### src/hw/rtl/pal_pkg.sv
// ============================================================================
// Positional array list package
// Shared types, sizes and codes for the list controller, datapath and top.
// ============================================================================
`default_nettype none

package pal_pkg;

   // List sizes
   localparam int CAPACITY = 64;
   localparam int ADDR_W   = 6;
   localparam int COUNT_W  = 7;

   // Command codes
   localparam logic [2:0] OP_INSERT  = 3'd0;
   localparam logic [2:0] OP_DELETE  = 3'd1;
   localparam logic [2:0] OP_SEARCH  = 3'd2;
   localparam logic [2:0] OP_UPDATE  = 3'd3;
   localparam logic [2:0] OP_DISPLAY = 3'd4;

   // Status codes
   localparam logic [2:0] ST_OK       = 3'd0;
   localparam logic [2:0] ST_BADPOS   = 3'd1;
   localparam logic [2:0] ST_EMPTY    = 3'd2;
   localparam logic [2:0] ST_NOTFOUND = 3'd3;
   localparam logic [2:0] ST_FULL     = 3'd4;

   // Walk pointer operations
   localparam logic [2:0] PTR_HOLD  = 3'd0;
   localparam logic [2:0] PTR_COUNT = 3'd1;
   localparam logic [2:0] PTR_POS   = 3'd2;
   localparam logic [2:0] PTR_ZERO  = 3'd3;
   localparam logic [2:0] PTR_INC   = 3'd4;
   localparam logic [2:0] PTR_DEC   = 3'd5;

   // Fill count operations
   localparam logic [1:0] CNT_HOLD = 2'd0;
   localparam logic [1:0] CNT_INC  = 2'd1;
   localparam logic [1:0] CNT_DEC  = 2'd2;

   // Read address selection
   localparam logic [1:0] RD_PTR  = 2'd0;
   localparam logic [1:0] RD_PREV = 2'd1;
   localparam logic [1:0] RD_NEXT = 2'd2;

   // Command transaction payload
   typedef struct packed {
      logic [2:0]         op;
      logic [6:0]         position;
      logic signed [31:0] operand_value;
   } req_type;

   // Result transaction payload
   typedef struct packed {
      logic [2:0]         status;
      logic [5:0]         found_index;
      logic signed [31:0] element;
      logic [6:0]         fill_count;
      logic               end_of_run;
   } rsp_type;

   // Controller to datapath commands
   typedef struct packed {
      logic       load_req;
      logic [2:0] ptr_op;
      logic [1:0] cnt_op;
      logic       rd_en;
      logic [1:0] rd_sel;
      logic       mv_en;
      logic       wr_val_en;
      logic       emit;
      logic [2:0] status;
      logic       use_found;
      logic       use_element;
      logic       last;
   } cmd_type;

   // Datapath to controller status
   typedef struct packed {
      logic [2:0] op;
      logic       pos_gt_count;
      logic       pos_ge_count;
      logic       count_zero;
      logic       count_full;
      logic       ptr_gt_pos;
      logic       ptr_next_lt_count;
      logic       key_match;
      logic       out_free;
   } stat_type;

endpackage

`default_nettype wire

### src/hw/rtl/pal_datapath.sv
// ============================================================================
// Positional array list datapath
// Entry memory, fill count, walk pointer, request latch and result register.
// ============================================================================
`default_nettype none

module pal_datapath (
   input  wire                   clock,
   input  wire                   reset,
   input  pal_pkg::req_type      req_data,
   input  pal_pkg::cmd_type      cmd,
   output pal_pkg::stat_type     stat,
   output logic                  rsp_valid,
   input  wire                   rsp_ready,
   output pal_pkg::rsp_type      rsp_data
);

   // Entry memory and its registered read data
   logic signed [31:0] entries_ff [pal_pkg::CAPACITY];
   logic signed [31:0] rd_data_ff;
   logic [pal_pkg::ADDR_W-1:0] rd_addr;

   // Pending write-back of a moved entry
   logic                       mv_pend_ff, mv_pend_in;
   logic [pal_pkg::ADDR_W-1:0] mv_dst_ff, mv_dst_in;

   logic [pal_pkg::COUNT_W-1:0] count_ff, count_in;
   logic [pal_pkg::COUNT_W-1:0] ptr_ff, ptr_in;
   logic [pal_pkg::COUNT_W:0]   ptr_next;
   pal_pkg::req_type            req_ff, req_in;
   pal_pkg::rsp_type            rsp_ff, rsp_in;
   logic                        rsp_valid_ff, rsp_valid_in;

   assign ptr_next = {1'b0, ptr_ff} + {{pal_pkg::COUNT_W{1'b0}}, 1'b1};

   // Read address for a move or a scan step
   always_comb begin
      case (cmd.rd_sel)
         pal_pkg::RD_PREV: rd_addr = pal_pkg::ADDR_W'(ptr_ff - 7'd1);
         pal_pkg::RD_NEXT: rd_addr = ptr_next[pal_pkg::ADDR_W-1:0];
         default:          rd_addr = ptr_ff[pal_pkg::ADDR_W-1:0];
      endcase
   end

   // Memory: one read port, one write port shared by moves and value writes
   always_ff @(posedge clock) begin
      if (cmd.rd_en) begin
         rd_data_ff <= entries_ff[rd_addr];
      end
      if (mv_pend_ff) begin
         entries_ff[mv_dst_ff] <= rd_data_ff;
      end else if (cmd.wr_val_en) begin
         entries_ff[req_ff.position[pal_pkg::ADDR_W-1:0]] <= req_ff.operand_value;
      end
   end

   // Next values of the control and payload registers
   always_comb begin
      mv_pend_in = cmd.rd_en & cmd.mv_en;
      mv_dst_in  = ptr_ff[pal_pkg::ADDR_W-1:0];
      req_in     = cmd.load_req ? req_data : req_ff;

      case (cmd.cnt_op)
         pal_pkg::CNT_INC: count_in = count_ff + 7'd1;
         pal_pkg::CNT_DEC: count_in = count_ff - 7'd1;
         default:          count_in = count_ff;
      endcase

      case (cmd.ptr_op)
         pal_pkg::PTR_COUNT: ptr_in = count_ff;
         pal_pkg::PTR_POS:   ptr_in = req_ff.position;
         pal_pkg::PTR_ZERO:  ptr_in = '0;
         pal_pkg::PTR_INC:   ptr_in = ptr_next[pal_pkg::COUNT_W-1:0];
         pal_pkg::PTR_DEC:   ptr_in = ptr_ff - 7'd1;
         default:            ptr_in = ptr_ff;
      endcase

      rsp_in.status      = cmd.status;
      rsp_in.found_index = cmd.use_found ? ptr_ff[pal_pkg::ADDR_W-1:0] : '0;
      rsp_in.element     = cmd.use_element ? rd_data_ff : '0;
      rsp_in.fill_count  = count_ff;
      rsp_in.end_of_run  = cmd.last;
      if (!cmd.emit) begin
         rsp_in = rsp_ff;
      end

      if (cmd.emit) begin
         rsp_valid_in = 1'b1;
      end else if (rsp_ready) begin
         rsp_valid_in = 1'b0;
      end else begin
         rsp_valid_in = rsp_valid_ff;
      end
   end

   // Control registers
   always_ff @(posedge clock) begin
      if (reset) begin
         count_ff     <= '0;
         mv_pend_ff   <= 1'b0;
         rsp_valid_ff <= 1'b0;
      end else begin
         count_ff     <= count_in;
         mv_pend_ff   <= mv_pend_in;
         rsp_valid_ff <= rsp_valid_in;
      end
   end

   // Payload registers
   always_ff @(posedge clock) begin
      mv_dst_ff <= mv_dst_in;
      ptr_ff    <= ptr_in;
      req_ff    <= req_in;
      rsp_ff    <= rsp_in;
   end

   // Status toward the controller
   always_comb begin
      stat.op                = req_ff.op;
      stat.pos_gt_count      = req_ff.position > count_ff;
      stat.pos_ge_count      = req_ff.position >= count_ff;
      stat.count_zero        = count_ff == '0;
      stat.count_full        = count_ff == pal_pkg::COUNT_W'(pal_pkg::CAPACITY);
      stat.ptr_gt_pos        = ptr_ff > req_ff.position;
      stat.ptr_next_lt_count = ptr_next < {1'b0, count_ff};
      stat.key_match         = rd_data_ff == req_ff.operand_value;
      stat.out_free          = !rsp_valid_ff || rsp_ready;
   end

   assign rsp_valid = rsp_valid_ff;
   assign rsp_data  = rsp_ff;

`ifndef SYNTHESIS
   // The fill count never passes the capacity.
   a_count_range: assert property (@(posedge clock) disable iff (reset)
      count_ff <= pal_pkg::COUNT_W'(pal_pkg::CAPACITY))
      else $error("fill count above capacity");

   // A move write-back and a value write never share the write port.
   a_one_write: assert property (@(posedge clock) disable iff (reset)
      !(mv_pend_ff && cmd.wr_val_en))
      else $error("two memory writes in one cycle");

   // A result is loaded only when the result register is free.
   a_emit_free: assert property (@(posedge clock) disable iff (reset)
      cmd.emit |-> (!rsp_valid_ff || rsp_ready))
      else $error("result register overwritten");

   // An insert that grows the list raises the fill count by one.
   a_inc_room: assert property (@(posedge clock) disable iff (reset)
      cmd.cnt_op == pal_pkg::CNT_INC |=> count_ff == $past(count_ff) + 7'd1)
      else $error("fill count increment lost");
`endif

endmodule

`default_nettype wire

### src/hw/rtl/pal_controller.sv
// ============================================================================
// Positional array list controller
// State machine that sequences each command over the datapath.
// ============================================================================
`default_nettype none

module pal_controller (
   input  wire                clock,
   input  wire                reset,
   input  wire                req_valid,
   output logic               req_ready,
   input  pal_pkg::stat_type  stat,
   output pal_pkg::cmd_type   cmd
);

   localparam logic [3:0] S_IDLE      = 4'd0;
   localparam logic [3:0] S_DECIDE    = 4'd1;
   localparam logic [3:0] S_INS_SHIFT = 4'd2;
   localparam logic [3:0] S_INS_WRITE = 4'd3;
   localparam logic [3:0] S_DEL_SHIFT = 4'd4;
   localparam logic [3:0] S_SRCH_RD   = 4'd5;
   localparam logic [3:0] S_SRCH_CMP  = 4'd6;
   localparam logic [3:0] S_DISP_RD   = 4'd7;
   localparam logic [3:0] S_DISP_EMIT = 4'd8;
   localparam logic [3:0] S_RESULT    = 4'd9;

   logic [3:0] state_ff, state_in;
   logic [2:0] code_ff, code_in;
   logic       found_ff, found_in;

   assign req_ready = state_ff == S_IDLE;

   // Next state and datapath commands
   always_comb begin
      state_in = state_ff;
      code_in  = code_ff;
      found_in = found_ff;

      cmd             = '0;
      cmd.ptr_op      = pal_pkg::PTR_HOLD;
      cmd.cnt_op      = pal_pkg::CNT_HOLD;
      cmd.rd_sel      = pal_pkg::RD_PTR;
      cmd.status      = pal_pkg::ST_OK;

      case (state_ff)
         S_IDLE: begin
            if (req_valid) begin
               cmd.load_req = 1'b1;
               found_in     = 1'b0;
               state_in     = S_DECIDE;
            end
         end

         // Check the command against the list and pick the walk
         S_DECIDE: begin
            state_in = S_RESULT;
            case (stat.op)
               pal_pkg::OP_INSERT: begin
                  if (stat.pos_gt_count) begin
                     code_in = pal_pkg::ST_BADPOS;
                  end else if (stat.count_full) begin
                     code_in = pal_pkg::ST_FULL;
                  end else begin
                     cmd.ptr_op = pal_pkg::PTR_COUNT;
                     state_in   = S_INS_SHIFT;
                  end
               end
               pal_pkg::OP_DELETE: begin
                  if (stat.count_zero) begin
                     code_in = pal_pkg::ST_EMPTY;
                  end else if (stat.pos_ge_count) begin
                     code_in = pal_pkg::ST_BADPOS;
                  end else begin
                     cmd.ptr_op = pal_pkg::PTR_POS;
                     state_in   = S_DEL_SHIFT;
                  end
               end
               pal_pkg::OP_SEARCH: begin
                  if (stat.count_zero) begin
                     code_in = pal_pkg::ST_NOTFOUND;
                  end else begin
                     cmd.ptr_op = pal_pkg::PTR_ZERO;
                     state_in   = S_SRCH_RD;
                  end
               end
               pal_pkg::OP_UPDATE: begin
                  if (stat.count_zero) begin
                     code_in = pal_pkg::ST_EMPTY;
                  end else if (stat.pos_ge_count) begin
                     code_in = pal_pkg::ST_BADPOS;
                  end else begin
                     cmd.wr_val_en = 1'b1;
                     code_in       = pal_pkg::ST_OK;
                  end
               end
               pal_pkg::OP_DISPLAY: begin
                  if (stat.count_zero) begin
                     code_in = pal_pkg::ST_EMPTY;
                  end else begin
                     cmd.ptr_op = pal_pkg::PTR_ZERO;
                     state_in   = S_DISP_RD;
                  end
               end
               default: begin
                  code_in = pal_pkg::ST_BADPOS;
               end
            endcase
         end

         // Move entries up one slot, from the top down to the position
         S_INS_SHIFT: begin
            if (stat.ptr_gt_pos) begin
               cmd.rd_en  = 1'b1;
               cmd.rd_sel = pal_pkg::RD_PREV;
               cmd.mv_en  = 1'b1;
               cmd.ptr_op = pal_pkg::PTR_DEC;
            end else begin
               state_in = S_INS_WRITE;
            end
         end

         S_INS_WRITE: begin
            cmd.wr_val_en = 1'b1;
            cmd.cnt_op    = pal_pkg::CNT_INC;
            code_in       = pal_pkg::ST_OK;
            state_in      = S_RESULT;
         end

         // Move entries down one slot to close the gap
         S_DEL_SHIFT: begin
            if (stat.ptr_next_lt_count) begin
               cmd.rd_en  = 1'b1;
               cmd.rd_sel = pal_pkg::RD_NEXT;
               cmd.mv_en  = 1'b1;
               cmd.ptr_op = pal_pkg::PTR_INC;
            end else begin
               cmd.cnt_op = pal_pkg::CNT_DEC;
               code_in    = pal_pkg::ST_OK;
               state_in   = S_RESULT;
            end
         end

         S_SRCH_RD: begin
            cmd.rd_en = 1'b1;
            state_in  = S_SRCH_CMP;
         end

         // Compare one entry with the key
         S_SRCH_CMP: begin
            if (stat.key_match) begin
               code_in  = pal_pkg::ST_OK;
               found_in = 1'b1;
               state_in = S_RESULT;
            end else if (stat.ptr_next_lt_count) begin
               cmd.ptr_op = pal_pkg::PTR_INC;
               state_in   = S_SRCH_RD;
            end else begin
               code_in  = pal_pkg::ST_NOTFOUND;
               state_in = S_RESULT;
            end
         end

         S_DISP_RD: begin
            cmd.rd_en = 1'b1;
            state_in  = S_DISP_EMIT;
         end

         // Send one entry once the result register is free
         S_DISP_EMIT: begin
            if (stat.out_free) begin
               cmd.emit        = 1'b1;
               cmd.status      = pal_pkg::ST_OK;
               cmd.use_element = 1'b1;
               cmd.last        = !stat.ptr_next_lt_count;
               if (stat.ptr_next_lt_count) begin
                  cmd.ptr_op = pal_pkg::PTR_INC;
                  state_in   = S_DISP_RD;
               end else begin
                  state_in = S_IDLE;
               end
            end
         end

         S_RESULT: begin
            if (stat.out_free) begin
               cmd.emit      = 1'b1;
               cmd.status    = code_ff;
               cmd.use_found = found_ff;
               cmd.last      = 1'b1;
               state_in      = S_IDLE;
            end
         end

         default: begin
            state_in = S_IDLE;
         end
      endcase
   end

   // State register
   always_ff @(posedge clock) begin
      if (reset) begin
         state_ff <= S_IDLE;
         found_ff <= 1'b0;
      end else begin
         state_ff <= state_in;
         found_ff <= found_in;
      end
   end

   always_ff @(posedge clock) begin
      code_ff <= code_in;
   end

endmodule

`default_nettype wire

### src/hw/rtl/positional_array_list.sv
// ============================================================================
// Positional array list
// Ordered list of up to 64 signed words with insert, delete, search, update
// and display commands.
// ============================================================================
// Usage: a command transaction enters on req_* when req_ready is high, which
// is whenever no earlier command is still being worked on. Each command gives
// one result transaction on rsp_*, except display of a non-empty list, which
// gives one per entry with end_of_run set on the last.
// Update, rejected commands and no-op cases go straight from the check to the
// result; insert moves the entries at and above the position up one at a time
// before writing, delete moves the entries above the position down one at a
// time, search reads and compares entries in order and display reads and
// loads one entry at a time. The memory takes one read and one write a cycle;
// the next command is accepted in the cycle after its last result loads.
// A finished result waits in an output register while the next command is
// accepted; when rsp_ready stays low the block holds its result and the walk
// pauses until the register is free. Reset clears the fill count, leaves the
// list empty and drops any pending result; no clearing pass is needed.
// ============================================================================
`default_nettype none

module positional_array_list (
   input  wire                clock,
   input  wire                reset,
   input  wire                req_valid,
   output logic               req_ready,
   input  pal_pkg::req_type   req_data,
   output logic               rsp_valid,
   input  wire                rsp_ready,
   output pal_pkg::rsp_type   rsp_data
);

   pal_pkg::cmd_type  cmd;
   pal_pkg::stat_type stat;

   // Command sequencer
   pal_controller u_controller (
      .clock     (clock),
      .reset     (reset),
      .req_valid (req_valid),
      .req_ready (req_ready),
      .stat      (stat),
      .cmd       (cmd)
   );

   // Entry storage and result path
   pal_datapath u_datapath (
      .clock     (clock),
      .reset     (reset),
      .req_data  (req_data),
      .cmd       (cmd),
      .stat      (stat),
      .rsp_valid (rsp_valid),
      .rsp_ready (rsp_ready),
      .rsp_data  (rsp_data)
   );

endmodule

`default_nettype wire

### config.mk
export PLATFORM = sky130hd
export DESIGN_NAME = positional_array_list
export DESIGN_NICKNAME = d
export VERILOG_FILES = /design/src/hw/rtl/pal_pkg.sv /design/src/hw/rtl/pal_datapath.sv /design/src/hw/rtl/pal_controller.sv /design/src/hw/rtl/positional_array_list.sv
export SDC_FILE = /design/constraint.sdc
export NUM_CORES = 2
export LEC_CHECK = 0
export ABC_AREA = 1
export BUFFER_PORTS_ARGS = -buffer_cell sky130_fd_sc_hd__clkbuf_2
export CORE_MARGIN = 2
export CORE_UTILIZATION = 36
export DETAILED_ROUTE_END_ITERATION = 8
export GPL_TIMING_DRIVEN = 1
export MAX_ROUTING_LAYER = met4
export PLACE_DENSITY = 0.47
export RECOVER_POWER = 25
export SLEW_MARGIN = 20
export SYNTH_ARGS = -nofsm -noshare
export SYNTH_HDL_FRONTEND = slang
export SYNTH_SLANG_ARGS = --single-unit
### constraint.sdc
create_clock -name clock -period 15.3 [get_ports clock]
set_input_delay 3.825 -clock clock [delete_from_list [all_inputs] [get_ports clock]]
set_output_delay 3.825 -clock clock [all_outputs]
set_load 0.03 [all_outputs]
==> impl_metrics.tcl <==
set metrics [dict create \
    fin_skew_ps 63.4 \
    worst_path_largest_cell_delay_ps 4470 \
    cp_data_arrival_time_ps 10170 \
    postRouteWirelength_um 311000 \
    postSynth.asyncResetShare_pct 0 \
    critical-path-slowest-cell "sky130_fd_sc_hd__o21ai_0" \
    drt_iter0_markers 7249 \
    cts_tree "built" \
    crit_end "u_datapath.entries_ff[11][21]" \
    grt_antenna_before_repair 23 \
    timing_worst_slew_pin_value_ps 4540 \
    number_of_routed_nets_with_antenna_violations 0 \
    finalCriticalPeriod_ps 9560 \
    layout.nets 8289 \
    overflow 0 \
    achievable-frequency_mhz 105 \
    r2r_path_end "u_datapath.entries_ff[11][21]" \
    startpoint_type "flop" \
    ys_seq_area_share_pct 69.9 \
    cts-buffers-inserted 237 \
    critPathLaunch "u_datapath.count_ff[4]" \
    layout-area-overhead-vs-synth_pct 12.4 \
    clock_sink_count 2201 \
    yosys_register_bits 2201 \
    outcome "finished, violations left" \
    floorplan.die.height_um 516 \
    post_synth_instance_area_sq_um 94200 \
    io_pins 97 \
    synth_warnings 0 \
    commonest_cells_after_routing_fill_and_taps_aside "2,181 x sky130_fd_sc_hd__edfxtp_1, 2,154 x sky130_fd_sc_hd__nand2_1, 1,700 x sky130_fd_sc_hd__nand3_1" \
    cts_resizes 0 \
    critical_path_s_most_frequent_cell "sky130_fd_sc_hd__nand2_1" \
    static-leakage-power_nw 39.2 \
    floorplan.core_area_sq_um 260000 \
    cts_buffer_depth 3 \
    r2r.worst_path.cells 14 \
    most_common_cell_after_layout_fill_and_taps_aside "sky130_fd_sc_hd__edfxtp_1" \
    syn_avg_cell_area_sq_um 11.4 \
    worstPathRequired_ps 15920 \
    cts_hold_repair.buffers 0 \
    final_cells 11907 \
    setup_repair_after_global_routing_missed_its_margin "no" \
    drc 0 \
    port-buffer-count 96 \
    timing.critical_path.fanout_max 82 \
    report.final.setup_viol 0 \
    grt_pass1_vias 59762 \
    post-route-period-util_pct 62.5 \
    synth_edf_count 2181 \
    p_per_area_nw_per_um2 126 \
    cts.htree.levels 4 \
    timing.final.max_slew_violations 1660 \
    initial_utilization_pct 36.2 \
    hp-class "flop to flop" \
    vias_per_cell 5.30 \
    routed-via-count 63162 \
    syn-num-nets 8326 \
    finalSetupTns_ps 0 \
    ys_dominant_reg_cell "sky130_fd_sc_hd__edfxtp_1" \
    cap_viol_max_count 35 \
    crit_chain "inv_1, ha_1, nand2_1, nand2_1, nand2_1, nand2_1, inv_1, nand2_1, inv_1, nand4_1, nand2_4, nand2_1, o21ai_0, buf_4" \
    max-vdd-ir-drop_mv 0.108 \
    cts_setup_buffers 0 \
    reg2reg_from "u_datapath.count_ff[4]" \
    final_layout_size_suffix_gt1_share_pct 7.87 \
    worst_skew_pair.late_latency_ps 910 \
    yosys.area.top_type "sky130_fd_sc_hd__edfxtp_1" \
    violations "capacitance limit, slew limit" \
    synth_top_cell_area_share_pct 69.5 \
    row_count 187 \
    timing.critical_path.to_type "flop" \
    relSlewSlack_pct -206 \
    place.detailed.hpwl_um 161000 \
    root_buffer "sky130_fd_sc_hd__clkbuf_16" \
    die_area_sq_um 266000 \
    timing_hold_violations_final 0 \
    gp_routability_congestion 0.862 \
    routedWlPerCell_um 26.2 \
    timing.hold.ws_ps 503 \
    grt_pass1_wl_um 444000 \
    die_width_um 516 \
    synth.area.top_cells "sky130_fd_sc_hd__edfxtp_1 70%, sky130_fd_sc_hd__nand3_1 9.0%, sky130_fd_sc_hd__nand2_1 8.6%, sky130_fd_sc_hd__inv_1 2.8%, sky130_fd_sc_hd__o211ai_1 2.6%" \
    criticalPathCategory "flop to flop" \
    number_of_distinct_library_cell_variants_in_the_gate_level_netlist_after_synthesis 43 \
    dp_cells 11468 \
    grt_usage_pct 23.7 \
    pin_count_of_the_biggest_net_entering_global_routing 203 \
    drt_pass1_iterations 8 \
    syn_inst 8249 \
    ff2ff_setup_slack_ps 5740 \
    clkTransAtPathRegs_ps 60 \
]
==> metal layers <==
| metal | vias to the layer above | GRT usage, % | wire length, um |
|---|---|---|---|
| met1 | 31613 | 32.5 | 137000 |
| met4 | 0 | 5.73 | 7640 |
| met5 | - | - | 0 |
| li1 | 28783 | - | - |
| met2 | 2374 | 36.8 | 143000 |
| met3 | 392 | 3.93 | 23900 |
==> cell type report <==
type	instances	area [sq um]
fill	24594	154000
sequential	2201	65900
multi-input combinational	4804	23900
clock buffer	303	6240
tap	3496	4370
inverter	710	2690
timing repair buffer	258	1710
clock inverter	127	1050
antenna	8	20.0
==> logic make-up after synthesis <==
logic type,Yosys count,share of synthesized area (%)
simple gates,4325,20.8
buf+inv,1244,5.40
fa+ha+maj,31,0.420
xor+xnor,25,0.232
flops,2201,69.9
compound gates,423,3.22
==> stage by stage <==
step	power [W]	instance area, sq um	utilization (%)	worst slack [ps]
after CTS	0.0134	106000	40.9	7680
after detailed placement	0.00797	99000	38.1	7680
after floorplan	0.00750	94200	-	8890
after global routing	0.0138	106000	40.7	5120
after global placement	0.00797	98900	38.1	7760
final	0.0133	106000	40.7	5740
==> critical path: cells and delay by family, from the launching register on <==
| kind | cells | cell delay, ps |
|---|---|---|
| compound gates | 1 | 4470 |
| fa+ha+maj | 1 | 320 |
| flops | 1 | 420 |
| simple gates | 8 | 2870 |
| buf+inv | 4 | 1120 |
==> power breakdown <==
part,switching (W),internal [W],leakage (nW)
Clock,0.00243,0.00305,3.53
Combinational,0.000892,0.000276,15.8
Sequential,0.0000298,0.00665,19.8
Total,0.00335,0.00998,39.2
==> flip-flops by register name, indices dropped and copies added (netlist names), 3 cells and up <==
signal and cells:
u_controller.code_ff 3, u_datapath.stat 3, u_datapath.count_ff 7, u_controller.state_ff 4, u_datapath.mv_dst_ff 6, u_datapath.rsp_data 49, u_datapath.ptr_ff 7, u_datapath.entries_ff 2048
u_datapath.rd_data_ff 32, u_datapath.req_ff 39
==> synthesized netlist by cell type, types with 2 or more instances <==
cell type	n
sky130_fd_sc_hd__nor3_2	2
sky130_fd_sc_hd__o211ai_1	325
sky130_fd_sc_hd__o21ai_0	39
sky130_fd_sc_hd__nand2_1	2155
sky130_fd_sc_hd__nand2_2	7
sky130_fd_sc_hd__inv_1	698
sky130_fd_sc_hd__nand4_2	9
sky130_fd_sc_hd__nand3_1	1699
sky130_fd_sc_hd__buf_1	24
sky130_fd_sc_hd__edfxtp_1	2181
sky130_fd_sc_hd__nor2_1	162
sky130_fd_sc_hd__ha_1	30
sky130_fd_sc_hd__o21ai_2	5
sky130_fd_sc_hd__buf_2	322
sky130_fd_sc_hd__nand3_2	9
sky130_fd_sc_hd__nor3_1	5
sky130_fd_sc_hd__inv_2	11
sky130_fd_sc_hd__nor2_2	6
sky130_fd_sc_hd__nand3b_1	257
sky130_fd_sc_hd__clkbuf_1	185
sky130_fd_sc_hd__o21ai_4	4
sky130_fd_sc_hd__buf_4	2
sky130_fd_sc_hd__nor2_4	2
sky130_fd_sc_hd__nand4_1	8
sky130_fd_sc_hd__xor2_1	12
sky130_fd_sc_hd__xnor2_1	13
sky130_fd_sc_hd__dfxtp_1	20
sky130_fd_sc_hd__a21oi_1	42
==> how the worst min path moves through the flow <==
| stage | slack [ps] | cells after the start | startpoint | end |
|---|---|---|---|---|
| after global routing | 520 | 0 | u_datapath.ptr_ff[1] | u_datapath.mv_dst_ff[1] |
| final | 500 | 0 | u_datapath.ptr_ff[1] | u_datapath.mv_dst_ff[1] |
| after floorplan | 370 | 0 | u_datapath.ptr_ff[2] | u_datapath.mv_dst_ff[2] |
| after detailed placement | 480 | 0 | u_datapath.ptr_ff[1] | u_datapath.mv_dst_ff[1] |
| after CTS | 490 | 0 | u_datapath.ptr_ff[1] | u_datapath.mv_dst_ff[1] |
| after global placement | 470 | 0 | u_datapath.ptr_ff[1] | u_datapath.mv_dst_ff[1] |
(Power assumes the default switching activity.)
